## config.mk

```make
export PLATFORM = sky130hd
export DESIGN_NAME = trigger_level_annealer_flat
export DESIGN_NICKNAME = d
export VERILOG_FILES = /design/src/sv/tla_pkg.sv /design/src/sv/tla_if.sv /design/src/sv/tla_datapath.sv /design/src/sv/tla_controller.sv /design/src/sv/trigger_level_annealer.sv /design/src/flat_wrapper.sv
export SDC_FILE = /design/constraint.sdc
export NUM_CORES = 2
export LEC_CHECK = 0
export BUFFER_PORTS_ARGS = -buffer_cell sky130_fd_sc_hd__buf_2
export CAP_MARGIN = 30
export CELL_PAD_IN_SITES_DETAIL_PLACEMENT = 1
export CELL_PAD_IN_SITES_GLOBAL_PLACEMENT = 2
export CORE_UTILIZATION = 42
export CTS_CLUSTER_DIAMETER = 50
export DETAILED_ROUTE_END_ITERATION = 8
export PLACE_DENSITY = 0.81
export SETUP_SLACK_MARGIN = 0.4
export SLEW_MARGIN = 10
export SYNTH_ARGS = -nofsm -noshare
export SYNTH_HDL_FRONTEND = slang
export SYNTH_SLANG_ARGS = --single-unit
```

## constraint.sdc

```tcl
create_clock -name i_clk -period 8.28 [get_ports i_clk]
set_input_delay 0.414 -clock i_clk [delete_from_list [all_inputs] [get_ports i_clk]]
set_output_delay 0.414 -clock i_clk [all_outputs]
set_load 0.005 [all_outputs]
```

## src/sv/tla_pkg.sv

```systemverilog
// Shared widths, command codes, register indexes and control structs of the trigger level annealer.
package tla_pkg;

    localparam int LEVEL_W    = 12;
    localparam int DUTY_W     = 13;
    localparam int TEMP_W     = 12;
    localparam int COUNT_W    = 16;
    localparam int RAND_W     = 16;
    localparam int CMD_W      = 2;
    localparam int CFG_IDX_W  = 2;
    localparam int CFG_DATA_W = 16;

    // Quotient register: as wide as the widest product; the divisor as wide as the widest register.
    localparam int DIV_W      = 28;
    localparam int DVSR_W     = 16;
    localparam int DIV_STEPS  = DIV_W;
    localparam int DIV_CNT_W  = 5;

    localparam logic [CMD_W-1:0] CMD_SET   = 2'd0;
    localparam logic [CMD_W-1:0] CMD_START = 2'd1;
    localparam logic [CMD_W-1:0] CMD_CYCLE = 2'd2;

    localparam logic [CFG_IDX_W-1:0] REG_START_TEMP  = 2'd0;
    localparam logic [CFG_IDX_W-1:0] REG_CYCLE_COUNT = 2'd1;
    localparam logic [CFG_IDX_W-1:0] REG_LEARN_MIN   = 2'd2;
    localparam logic [CFG_IDX_W-1:0] REG_LEARN_MAX   = 2'd3;

    localparam logic [DVSR_W-1:0] STEP_DIVISOR   = 16'd32767;
    localparam logic [DUTY_W-1:0] DUTY_MAX       = 13'd8191;
    localparam logic [LEVEL_W-1:0] LEARN_MAX_RST = 12'd3300;

    typedef struct packed {
        logic load;
        logic mul;
        logic div_init;
        logic div_step;
        logic commit;
    } t_dp_cmd;

    typedef struct packed {
        logic div_last;
        logic div_serial;
    } t_dp_status;

endpackage

```

## src/sv/tla_if.sv

```systemverilog
// Valid/ready stream interfaces for the command channel and the result channel.
interface tla_in_if import tla_pkg::*; ();
    logic                      valid;
    logic                      ready;
    logic        [CMD_W-1:0]   cmd;
    logic        [LEVEL_W-1:0] set_level;
    logic        [COUNT_W-1:0] valid_count;
    logic signed [RAND_W-1:0]  rand_accept;
    logic signed [RAND_W-1:0]  rand_step;

    modport source (output valid, cmd, set_level, valid_count, rand_accept, rand_step,
                    input ready);
    modport sink   (input valid, cmd, set_level, valid_count, rand_accept, rand_step,
                    output ready);
endinterface

interface tla_out_if import tla_pkg::*; ();
    logic               valid;
    logic               ready;
    logic               accepted;
    logic [LEVEL_W-1:0] level;
    logic [DUTY_W-1:0]  duty_count;
    logic [TEMP_W-1:0]  temperature;
    logic               learning;

    modport source (output valid, accepted, level, duty_count, temperature, learning,
                    input ready);
    modport sink   (input valid, accepted, level, duty_count, temperature, learning,
                    output ready);
endinterface

```

## src/sv/tla_datapath.sv

```systemverilog
// Annealer datapath: configuration, state registers, multipliers, serial divider and result register.
module tla_datapath import tla_pkg::*; #(
    parameter int PWM_WRAP   = 5000,
    parameter int SUPPLY_MV  = 3300,
    parameter int SET_MIN_MV = 0,
    parameter int SET_MAX_MV = 3300,
    parameter int DEFAULT_MV = 1000
) (
    input  logic                      i_clk,
    input  logic                      i_rst_n,
    input  t_dp_cmd                   i_cmd,
    output t_dp_status                o_sts,
    input  logic                      i_cfg_we,
    input  logic [CFG_IDX_W-1:0]      i_cfg_idx,
    input  logic [CFG_DATA_W-1:0]     i_cfg_data,
    input  logic [CMD_W-1:0]          i_op,
    input  logic [LEVEL_W-1:0]        i_set_level,
    input  logic [COUNT_W-1:0]        i_valid_count,
    input  logic signed [RAND_W-1:0]  i_rand_accept,
    input  logic signed [RAND_W-1:0]  i_rand_step,
    output logic                      o_accepted,
    output logic [LEVEL_W-1:0]        o_level,
    output logic [DUTY_W-1:0]         o_duty_count,
    output logic [TEMP_W-1:0]         o_temperature,
    output logic                      o_learning
);

    localparam logic [DUTY_W-1:0]  WRAP_K    = DUTY_W'(PWM_WRAP);
    localparam logic [LEVEL_W-1:0] SET_MIN_K = LEVEL_W'(SET_MIN_MV);
    localparam logic [LEVEL_W-1:0] SET_MAX_K = LEVEL_W'(SET_MAX_MV);
    localparam int                 DEFAULT_LVL = DEFAULT_MV % (1 << LEVEL_W);
    localparam logic [LEVEL_W-1:0] DEFAULT_K = LEVEL_W'(DEFAULT_LVL);
    localparam int                 DEFAULT_DUTY_FULL = (DEFAULT_LVL * PWM_WRAP) / SUPPLY_MV;
    localparam logic [DUTY_W-1:0]  DEFAULT_DUTY =
        (DEFAULT_DUTY_FULL > 8191) ? DUTY_MAX : DUTY_W'(DEFAULT_DUTY_FULL);

    // The duty product is below 2^25 and the supply below 2^12, so a 37-bit reciprocal is exact.
    localparam int                 RECIP_SHIFT  = 37;
    localparam longint             RECIP_FULL   =
        ((longint'(1) <<< RECIP_SHIFT) + longint'(SUPPLY_MV) - 1) / longint'(SUPPLY_MV);
    localparam logic [DIV_W-1:0]   SUPPLY_RECIP = DIV_W'(RECIP_FULL);
    localparam int                 STEP_SHIFT   = 15;

    // Configuration registers.
    logic [TEMP_W-1:0]  r_start_temp;
    logic [COUNT_W-1:0] r_cycle_count;
    logic [LEVEL_W-1:0] r_learn_min;
    logic [LEVEL_W-1:0] r_learn_max;

    // Annealer state.
    logic [LEVEL_W-1:0] r_cur_level, n_cur_level;
    logic [LEVEL_W-1:0] r_best_level, n_best_level;
    logic [TEMP_W-1:0]  r_cur_temp, n_cur_temp;
    logic [TEMP_W-1:0]  r_cool_step, n_cool_step;
    logic [COUNT_W-1:0] r_prev_count, n_prev_count;
    logic [DUTY_W-1:0]  r_duty, n_duty;
    logic               n_ok;

    // Captured input beat.
    logic [CMD_W-1:0]         r_op;
    logic [LEVEL_W-1:0]       r_set_level;
    logic [COUNT_W-1:0]       r_count;
    logic signed [RAND_W-1:0] r_rand_acc;
    logic                     r_step_neg;
    logic [RAND_W-1:0]        r_step_mag;

    // Products.
    logic [DIV_W-1:0]   r_prod;
    logic signed [35:0] r_term1;
    logic signed [32:0] r_term2;

    // Serial divider.
    logic [DIV_W-1:0]     r_div_quo;
    logic [DVSR_W-1:0]    r_div_rem;
    logic [DVSR_W-1:0]    r_dvsr;
    logic [DIV_CNT_W-1:0] r_div_cnt;

    logic [RAND_W-1:0]        w_mult_a;
    logic [DUTY_W-1:0]        w_mult_b;
    logic [28:0]              w_prod;
    logic signed [16:0]       w_delta;
    logic signed [35:0]       w_delta_x;
    logic signed [35:0]       w_term1;
    logic [COUNT_W-1:0]       w_m;
    logic signed [32:0]       w_term2;
    logic [2*DIV_W-1:0]       w_recip_prod;
    logic [DIV_W-1:0]         w_duty_quo;
    logic [DVSR_W-1:0]        w_k_sum;
    logic [DIV_W-1:0]         w_step_quo;
    logic [DIV_W-1:0]         w_dividend;
    logic [DVSR_W-1:0]        w_divisor;
    logic [DVSR_W:0]          w_trial;
    logic                     w_fits;
    logic signed [35:0]       w_sum;
    logic                     w_take;
    logic                     w_set_ok;
    logic signed [13:0]       w_step_mag;
    logic signed [13:0]       w_cand;
    logic [LEVEL_W-1:0]       w_clamped;

    always_comb begin
        o_sts.div_last   = (r_div_cnt == DIV_CNT_W'(DIV_STEPS - 1));
        o_sts.div_serial = (r_op == CMD_START);
    end

    always_ff @(posedge i_clk) begin
        if (!i_rst_n) begin
            r_start_temp  <= '0;
            r_cycle_count <= COUNT_W'(1);
            r_learn_min   <= '0;
            r_learn_max   <= LEARN_MAX_RST;
        end else if (i_cfg_we) begin
            case (i_cfg_idx)
                REG_START_TEMP:  r_start_temp  <= i_cfg_data[TEMP_W-1:0];
                REG_CYCLE_COUNT: r_cycle_count <= i_cfg_data[COUNT_W-1:0];
                REG_LEARN_MIN:   r_learn_min   <= i_cfg_data[LEVEL_W-1:0];
                REG_LEARN_MAX:   r_learn_max   <= i_cfg_data[LEVEL_W-1:0];
                default: begin
                end
            endcase
        end
    end

    always_ff @(posedge i_clk) begin
        if (i_cmd.load) begin
            r_op        <= i_op;
            r_set_level <= i_set_level;
            r_count     <= i_valid_count;
            r_rand_acc  <= i_rand_accept;
            r_step_neg  <= i_rand_step[RAND_W-1];
            r_step_mag  <= i_rand_step[RAND_W-1] ? RAND_W'(-i_rand_step) : RAND_W'(i_rand_step);
        end
    end

    // One shared multiplier forms the duty product for a set and |r2|*temperature for a cycle end.
    always_comb begin
        if (r_op == CMD_SET) begin
            w_mult_a = {{(RAND_W-LEVEL_W){1'b0}}, r_set_level};
            w_mult_b = WRAP_K;
        end else begin
            w_mult_a = r_step_mag;
            w_mult_b = {{(DUTY_W-TEMP_W){1'b0}}, r_cur_temp};
        end
        w_prod    = {{DUTY_W{1'b0}}, w_mult_a} * {{RAND_W{1'b0}}, w_mult_b};
        w_delta   = $signed({1'b0, r_count}) - $signed({1'b0, r_prev_count});
        w_delta_x = {{19{w_delta[16]}}, w_delta};
        // 131068 is 2^17 - 4.
        w_term1   = (w_delta_x <<< 17) - (w_delta_x <<< 2);
        w_m       = (r_prev_count > COUNT_W'(1)) ? r_prev_count : COUNT_W'(1);
        w_term2   = $signed({{(33-RAND_W){r_rand_acc[RAND_W-1]}}, r_rand_acc}) *
                    $signed({{(33-COUNT_W){1'b0}}, w_m});
    end

    always_ff @(posedge i_clk) begin
        if (i_cmd.mul) begin
            r_prod  <= w_prod[DIV_W-1:0];
            r_term1 <= w_term1;
            r_term2 <= w_term2;
        end
    end

    always_comb begin
        w_recip_prod = {{DIV_W{1'b0}}, r_prod} * {{DIV_W{1'b0}}, SUPPLY_RECIP};
        w_duty_quo   = DIV_W'(w_recip_prod >> RECIP_SHIFT);
        // Division by 2^15 - 1: x = 32767*hi + (hi + lo), and hi + lo stays below twice 32767.
        w_k_sum    = {{(DVSR_W-(DIV_W-STEP_SHIFT)){1'b0}}, r_prod[DIV_W-1:STEP_SHIFT]} +
                     {1'b0, r_prod[STEP_SHIFT-1:0]};
        w_step_quo = {{STEP_SHIFT{1'b0}}, r_prod[DIV_W-1:STEP_SHIFT]} +
                     {{(DIV_W-1){1'b0}}, (w_k_sum >= STEP_DIVISOR)};

        // Only a start needs the serial divider; the other quotients are loaded finished.
        case (r_op)
            CMD_SET: begin
                w_dividend = w_duty_quo;
            end
            CMD_START: begin
                w_dividend = {{(DIV_W-TEMP_W){1'b0}}, r_start_temp};
            end
            default: begin
                w_dividend = w_step_quo;
            end
        endcase
        w_divisor = (r_cycle_count == '0) ? DVSR_W'(1) : r_cycle_count;
        w_trial   = {r_div_rem, r_div_quo[DIV_W-1]};
        w_fits    = (w_trial >= {1'b0, r_dvsr});
    end

    // Restoring division, one quotient bit a cycle; the quotient shifts in behind the dividend.
    always_ff @(posedge i_clk) begin
        if (i_cmd.div_init) begin
            r_div_quo <= w_dividend;
            r_div_rem <= '0;
            r_dvsr    <= w_divisor;
            r_div_cnt <= '0;
        end else if (i_cmd.div_step) begin
            r_div_quo <= {r_div_quo[DIV_W-2:0], w_fits};
            r_div_rem <= w_fits ? DVSR_W'(w_trial - {1'b0, r_dvsr}) : w_trial[DVSR_W-1:0];
            r_div_cnt <= r_div_cnt + DIV_CNT_W'(1);
        end
    end

    always_comb begin
        w_sum      = r_term1 + {{3{r_term2[32]}}, r_term2};
        w_take     = !w_sum[35] && (w_sum != '0);
        w_set_ok   = (r_set_level >= SET_MIN_K) && (r_set_level <= SET_MAX_K);
        w_step_mag = $signed({2'b00, r_div_quo[LEVEL_W-1:0]});
        w_cand     = $signed({2'b00, r_cur_level}) + (r_step_neg ? -w_step_mag : w_step_mag);
        if (w_cand > $signed({2'b00, r_learn_max})) begin
            w_clamped = r_learn_max;
        end else if (w_cand < $signed({2'b00, r_learn_min})) begin
            w_clamped = r_learn_min;
        end else begin
            w_clamped = w_cand[LEVEL_W-1:0];
        end

        n_cur_level  = r_cur_level;
        n_best_level = r_best_level;
        n_cur_temp   = r_cur_temp;
        n_cool_step  = r_cool_step;
        n_prev_count = r_prev_count;
        n_duty       = r_duty;
        n_ok         = 1'b1;
        case (r_op)
            CMD_SET: begin
                n_ok = w_set_ok;
                if (w_set_ok) begin
                    n_cur_level = r_set_level;
                    n_duty = (r_div_quo > DIV_W'(DUTY_MAX)) ? DUTY_MAX : r_div_quo[DUTY_W-1:0];
                end
            end
            CMD_START: begin
                n_cur_temp  = r_start_temp;
                n_cool_step = r_div_quo[TEMP_W-1:0];
            end
            CMD_CYCLE: begin
                if (r_cur_temp != '0) begin
                    if (w_take) begin
                        n_best_level = r_cur_level;
                        n_prev_count = r_count;
                    end
                    if (r_cur_temp > r_cool_step) begin
                        n_cur_temp  = r_cur_temp - r_cool_step;
                        n_cur_level = w_clamped;
                    end else begin
                        n_cur_temp  = '0;
                        n_cur_level = n_best_level;
                    end
                end
            end
            default: begin
            end
        endcase
    end

    always_ff @(posedge i_clk) begin
        if (!i_rst_n) begin
            r_cur_level  <= DEFAULT_K;
            r_best_level <= '0;
            r_cur_temp   <= '0;
            r_cool_step  <= '0;
            r_prev_count <= '0;
            r_duty       <= DEFAULT_DUTY;
        end else if (i_cmd.commit) begin
            r_cur_level  <= n_cur_level;
            r_best_level <= n_best_level;
            r_cur_temp   <= n_cur_temp;
            r_cool_step  <= n_cool_step;
            r_prev_count <= n_prev_count;
            r_duty       <= n_duty;
        end
    end

    always_ff @(posedge i_clk) begin
        if (i_cmd.commit) begin
            o_accepted    <= n_ok;
            o_level       <= n_cur_level;
            o_duty_count  <= n_duty;
            o_temperature <= n_cur_temp;
            o_learning    <= (n_cur_temp != '0);
        end
    end

endmodule

```

## src/sv/tla_controller.sv

```systemverilog
// Annealer sequencer: takes a command beat, steps the datapath through multiply and divide, hands out the result.
module tla_controller import tla_pkg::*; (
    input  logic       i_clk,
    input  logic       i_rst_n,
    input  logic       i_in_valid,
    output logic       o_in_ready,
    output logic       o_out_valid,
    input  logic       i_out_ready,
    output t_dp_cmd    o_cmd,
    input  t_dp_status i_sts
);

    localparam logic [2:0] ST_IDLE  = 3'd0;
    localparam logic [2:0] ST_MUL   = 3'd1;
    localparam logic [2:0] ST_DINIT = 3'd2;
    localparam logic [2:0] ST_DIV   = 3'd3;
    localparam logic [2:0] ST_FIN   = 3'd4;

    logic [2:0] r_state, n_state;
    logic       r_out_valid, n_out_valid;

    assign o_in_ready  = (r_state == ST_IDLE);
    assign o_out_valid = r_out_valid;

    always_comb begin
        n_state = r_state;
        o_cmd   = '0;
        case (r_state)
            ST_IDLE: begin
                if (i_in_valid) begin
                    o_cmd.load = 1'b1;
                    n_state    = ST_MUL;
                end
            end
            ST_MUL: begin
                o_cmd.mul = 1'b1;
                n_state   = ST_DINIT;
            end
            ST_DINIT: begin
                o_cmd.div_init = 1'b1;
                if (i_sts.div_serial) begin
                    n_state = ST_DIV;
                end else begin
                    n_state = ST_FIN;
                end
            end
            ST_DIV: begin
                o_cmd.div_step = 1'b1;
                if (i_sts.div_last) begin
                    n_state = ST_FIN;
                end
            end
            ST_FIN: begin
                // The state update waits until the result register is free.
                if (!r_out_valid || i_out_ready) begin
                    o_cmd.commit = 1'b1;
                    n_state      = ST_IDLE;
                end
            end
            default: begin
                n_state = ST_IDLE;
            end
        endcase

        if (o_cmd.commit) begin
            n_out_valid = 1'b1;
        end else if (r_out_valid && i_out_ready) begin
            n_out_valid = 1'b0;
        end else begin
            n_out_valid = r_out_valid;
        end
    end

    always_ff @(posedge i_clk) begin
        if (!i_rst_n) begin
            r_state     <= ST_IDLE;
            r_out_valid <= 1'b0;
        end else begin
            r_state     <= n_state;
            r_out_valid <= n_out_valid;
        end
    end

`ifndef SYNTH
    a_commit_free: assert property (@(posedge i_clk) disable iff (!i_rst_n)
        o_cmd.commit |-> (!r_out_valid || i_out_ready))
        else $error("result register overwritten before its beat was taken");

    a_beat_starts: assert property (@(posedge i_clk) disable iff (!i_rst_n)
        (i_in_valid && o_in_ready) |=> (r_state == ST_MUL))
        else $error("accepted beat did not start the multiply step");

    a_div_ends: assert property (@(posedge i_clk) disable iff (!i_rst_n)
        (r_state == ST_DIV && i_sts.div_last) |=> (r_state == ST_FIN))
        else $error("divider finished but sequencer did not move to finish");

    a_result_source: assert property (@(posedge i_clk) disable iff (!i_rst_n)
        $rose(r_out_valid) |-> ($past(r_state) == ST_FIN))
        else $error("result raised outside the finish step");
`endif

endmodule

```

## src/sv/trigger_level_annealer.sv

```systemverilog
// Top level of the trigger level annealer: command stream in, level report stream out.
//
//  Channel   Dir  Handshake          Payload
//  i_in      in   valid / ready      cmd, set_level, valid_count, rand_accept, rand_step
//  o_out     out  valid / ready      accepted, level, duty_count, temperature, learning
//  i_cfg_*   in   write enable only  register index, write data
//
// A start command goes from its input beat to its result through the capture of the beat, the
// multiply, the loading of the divider, the 28-bit serial restoring divider of the cooling step
// and the state update. Set and cycle-end commands skip the divider; their quotients come from
// a reciprocal multiply and a shift-and-compare by 32767. A new beat is taken once the result
// has been registered; a stalled output holds the sequencer in its finish step. Reset is
// synchronous and active low and leaves the level at its default.
module trigger_level_annealer import tla_pkg::*; #(
    parameter int PWM_WRAP   = 5000,
    parameter int SUPPLY_MV  = 3300,
    parameter int SET_MIN_MV = 0,
    parameter int SET_MAX_MV = 3300,
    parameter int DEFAULT_MV = 1000
) (
    input  logic                  i_clk,
    input  logic                  i_rst_n,
    tla_in_if.sink                i_in,
    tla_out_if.source             o_out,
    input  logic                  i_cfg_we,
    input  logic [CFG_IDX_W-1:0]  i_cfg_idx,
    input  logic [CFG_DATA_W-1:0] i_cfg_data
);

    t_dp_cmd    w_cmd;
    t_dp_status w_sts;

    tla_controller u_ctrl (
        .i_clk       (i_clk),
        .i_rst_n     (i_rst_n),
        .i_in_valid  (i_in.valid),
        .o_in_ready  (i_in.ready),
        .o_out_valid (o_out.valid),
        .i_out_ready (o_out.ready),
        .o_cmd       (w_cmd),
        .i_sts       (w_sts)
    );

    tla_datapath #(
        .PWM_WRAP   (PWM_WRAP),
        .SUPPLY_MV  (SUPPLY_MV),
        .SET_MIN_MV (SET_MIN_MV),
        .SET_MAX_MV (SET_MAX_MV),
        .DEFAULT_MV (DEFAULT_MV)
    ) u_dp (
        .i_clk         (i_clk),
        .i_rst_n       (i_rst_n),
        .i_cmd         (w_cmd),
        .o_sts         (w_sts),
        .i_cfg_we      (i_cfg_we),
        .i_cfg_idx     (i_cfg_idx),
        .i_cfg_data    (i_cfg_data),
        .i_op          (i_in.cmd),
        .i_set_level   (i_in.set_level),
        .i_valid_count (i_in.valid_count),
        .i_rand_accept (i_in.rand_accept),
        .i_rand_step   (i_in.rand_step),
        .o_accepted    (o_out.accepted),
        .o_level       (o_out.level),
        .o_duty_count  (o_out.duty_count),
        .o_temperature (o_out.temperature),
        .o_learning    (o_out.learning)
    );

endmodule
```

## src/flat_wrapper.sv

```systemverilog
// flat-port wrapper written by rule: the top's interface ports become plain ports
module trigger_level_annealer_flat import tla_pkg::*;
#(
    parameter int PWM_WRAP   = 5000,
    parameter int SUPPLY_MV  = 3300,
    parameter int SET_MIN_MV = 0,
    parameter int SET_MAX_MV = 3300,
    parameter int DEFAULT_MV = 1000
)
  (i_clk, i_rst_n, i_cfg_we, i_cfg_idx, i_cfg_data, i_in_valid, i_in_cmd, i_in_set_level, i_in_valid_count, i_in_rand_accept, i_in_rand_step, i_in_ready, o_out_valid, o_out_accepted, o_out_level, o_out_duty_count, o_out_temperature, o_out_learning, o_out_ready);
  tla_in_if i_in_i ();
  tla_out_if o_out_i ();
  input  logic i_clk;
  input  logic i_rst_n;
  input  logic i_cfg_we;
  input  logic [CFG_IDX_W-1:0] i_cfg_idx;
  input  logic [CFG_DATA_W-1:0] i_cfg_data;
  input wire logic [$bits(i_in_i.valid)-1:0] i_in_valid;
  input wire logic [$bits(i_in_i.cmd)-1:0] i_in_cmd;
  input wire logic [$bits(i_in_i.set_level)-1:0] i_in_set_level;
  input wire logic [$bits(i_in_i.valid_count)-1:0] i_in_valid_count;
  input wire logic [$bits(i_in_i.rand_accept)-1:0] i_in_rand_accept;
  input wire logic [$bits(i_in_i.rand_step)-1:0] i_in_rand_step;
  output wire logic [$bits(i_in_i.ready)-1:0] i_in_ready;
  output wire logic [$bits(o_out_i.valid)-1:0] o_out_valid;
  output wire logic [$bits(o_out_i.accepted)-1:0] o_out_accepted;
  output wire logic [$bits(o_out_i.level)-1:0] o_out_level;
  output wire logic [$bits(o_out_i.duty_count)-1:0] o_out_duty_count;
  output wire logic [$bits(o_out_i.temperature)-1:0] o_out_temperature;
  output wire logic [$bits(o_out_i.learning)-1:0] o_out_learning;
  input wire logic [$bits(o_out_i.ready)-1:0] o_out_ready;
  assign i_in_i.valid = i_in_valid;
  assign i_in_i.cmd = i_in_cmd;
  assign i_in_i.set_level = i_in_set_level;
  assign i_in_i.valid_count = i_in_valid_count;
  assign i_in_i.rand_accept = i_in_rand_accept;
  assign i_in_i.rand_step = i_in_rand_step;
  assign i_in_ready = i_in_i.ready;
  assign o_out_valid = o_out_i.valid;
  assign o_out_accepted = o_out_i.accepted;
  assign o_out_level = o_out_i.level;
  assign o_out_duty_count = o_out_i.duty_count;
  assign o_out_temperature = o_out_i.temperature;
  assign o_out_learning = o_out_i.learning;
  assign o_out_i.ready = o_out_ready;
  trigger_level_annealer #(.PWM_WRAP(PWM_WRAP), .SUPPLY_MV(SUPPLY_MV), .SET_MIN_MV(SET_MIN_MV), .SET_MAX_MV(SET_MAX_MV), .DEFAULT_MV(DEFAULT_MV)) u_core (.i_clk(i_clk), .i_rst_n(i_rst_n), .i_in(i_in_i), .o_out(o_out_i), .i_cfg_we(i_cfg_we), .i_cfg_idx(i_cfg_idx), .i_cfg_data(i_cfg_data));
endmodule
```

==> impl_metrics.toml <==
[placement]
portBuffers = 125
dp_hpwl_um = 109000
place_area_um2 = 48700
place_congestion = 0.880

[die]
design.die.area_um2 = 112000
die_w_um = 334
start_util = 0.425
core_um2 = 109000
die_y_um = 334
ioPinCount = 126
rows = 121

[detailed_routing]
route.detailed.drc = 0
wire_per_inst_um = 21.0
wirelength_um = 139000
via_count = 35325
first_pass_iters = 5
viasPerCell = 5.34
drt-initial-drc-count = 1447
drtAntennaViolNets = 0

[yosys]
syn_area_per_cell_um2 = 9.44
netlist_area_um2 = 46400
synth_edf_count = 240
synth_seq_cells = 394
yosysUniqueCellTypes = 100
yosys_warnings = 0
async_reset_ff_frac = 0
synth_top_area_cell = "fa_1"
synth_top_area_share = 0.231
netlist_top_cells_area = "fa_1, ha_1, edfxtp_1, dfxtp_1, inv_1"
synth-main-ff-cell = "edfxtp_1"
yosysSeqAreaShare = 0.222
netlist_instances = 4913

[timing]
min_period_ps = 7690
maxSlewViolCount = 0
skew_ps = 71.5
finalCritPeriodShare = 0.928
max_slew_margin = 0.340
tightest_slew_ps = 990
tns_ps = 0
fmaxAchievable_mhz = 130
setup_viol = 0
rsz0062_at_grt = "true"
hold_viol_final = 0

[setup_path]
crit_required_ps = 8750
cp-end-kind = "register"
crit_fanout = 5
critPathKind = "reg -> reg"
worstRegToRegCells = 24
start_kind = "register"
arrival_ps = 8160

[clocking]
root_buffer = "clkbuf_16"
cts.clk_slew.worst_paths_ps = 60
cts_sinks = 394
cts_tree = "built"
h-tree-depth = 3
cts_inserted_buffers = 72
clk_latency_ps = 660
max-clock-path-buffers = 3

[global_routing]
grt_max_degree = 72
grtUsageTotal = 0.253
grt_pass1_wl_um = 219000
antenna_found_initial = 3
grt_pass1_vias = 38689
grt_overflow_total = 0

[finish]
area_growth_pct = 12.3
final_cell_mix = "inv_1, nand2_1, ha_1"
nets = 6298
fin_area_um2 = 52100
drive_gt1_frac = 0.0822
layout_commonest_cell = "inv_1"
utilization = 0.477

[min_path]
hold_class = "in -> reg"
holdPathStages = 1

[run_status]
status = "complete, no violations"

[flow_run]
maxCapViolations = 0
## what timing repair did
item	4_1_cts	5_1_grt
endpoints found under the hold margin	42	0
setup buffers	8	17
resized for setup	15	11
setup endpoints to repair	5	9
hold buffers	42	0
pin swaps	11	28
## cells by family after synthesis
kind of cell / count (synthesis) / share of synthesized area
xor gates and xnor gates: 172 / 0.0325
DFF: 394 / 0.222
buffers and inverters: 991 / 0.0814
AOI/OAI and AO/OA: 778 / 0.114
and+or+nand+nor: 1356 / 0.139
other: 2 / 0.000162
adders and majority gates: 1137 / 0.393
muxes: 83 / 0.0180
## flip-flops by register name (all words and copies together), names as in the netlist, 16 cells and up
signal                     cells
u_core.u_dp.r_count           16
u_core.u_dp.r_cycle_count     16
u_core.u_dp.r_div_quo         28
u_core.u_dp.r_div_rem         16
u_core.u_dp.r_dvsr            16
u_core.u_dp.r_prev_count      16
u_core.u_dp.r_prod            28
u_core.u_dp.r_rand_acc        16
u_core.u_dp.r_step_mag        16
u_core.u_dp.r_term1           33
u_core.u_dp.r_term2           33
## stage by stage
step           hold slack [ps]  setup WS, ps  cells
2_1_floorplan              426           617   4914
3_3_place_gp               440           328   6406
3_5_place_dp               447           139   6409
4_1_cts                   1.27           404   6593
5_1_grt                   20.3           367   6612
6_report                  48.4           592   6613
## area by class of cell
class / instances / area [um^2]
inverters: 810 / 3040
well taps: 1476 / 1850
repair buffers: 269 / 1860
clock buffers: 86 / 1970
flip-flops and latches: 394 / 10300
fillers: 12264 / 57100
multi-input cells: 3529 / 32400
clock inverters: 48 / 629
diodes: 1 / 2.50
## critical path: stages (launching register included)
cell	delay (ps)
edfxtp_1	480
buf_6	170
buf_4	150
fa_2	560
ha_1	240
fa_1	550
inv_1	80
fa_1	530
inv_1	50
fa_1	500
fa_1	490
ha_1	310
ha_1	330
a21o_1	190
a221o_1	340
a221o_1	330
o31a_1	340
nor2_4	160
o31ai_4	90
o311a_1	350
a31o_4	270
a221o_1	340
a311o_1	290
xnor2_1	140
o31ai_1	220
## path summary, 6_finish.rpt
path                                      from                          end  slack (ps)
setup / recovery        u_core.u_dp.r_prod[10]    u_core.u_dp.r_div_quo[15]         590
hold / removal              i_in_set_level[10]  u_core.u_dp.r_set_level[10]          50
hold reg to reg   u_core.u_dp.r_cycle_count[6]        u_core.u_dp.r_dvsr[6]         460
setup reg to reg        u_core.u_dp.r_prod[10]    u_core.u_dp.r_div_quo[15]         590
## synth_stat cells (32+ instances only)
cell	instances
o21a_1	32
nand3_1	53
and3_1	38
xor2_1	50
nor3_1	53
clkbuf_1	162
nor2b_1	92
nand2_1	631
a21boi_0	95
edfxtp_1	240
and2_1	161
nor2_1	170
mux2i_1	78
dfxtp_1	154
a21o_1	66
fa_1	535
xnor2_1	122
inv_1	807
o21ai_0	156
a21oi_1	157
nand2b_1	34
ha_1	602
## layer usage
metal,global-route usage,vias up,wire [um]
li1,-,16639,-
met1,0.319,17958,60000
met2,0.454,532,70600
met3,0.0264,196,4480
met4,0.0765,0,4070
met5,0,-,0
Power is not shown: default switching activity piles up to over one toggle a cycle in this logic, so the estimate is an artifact.
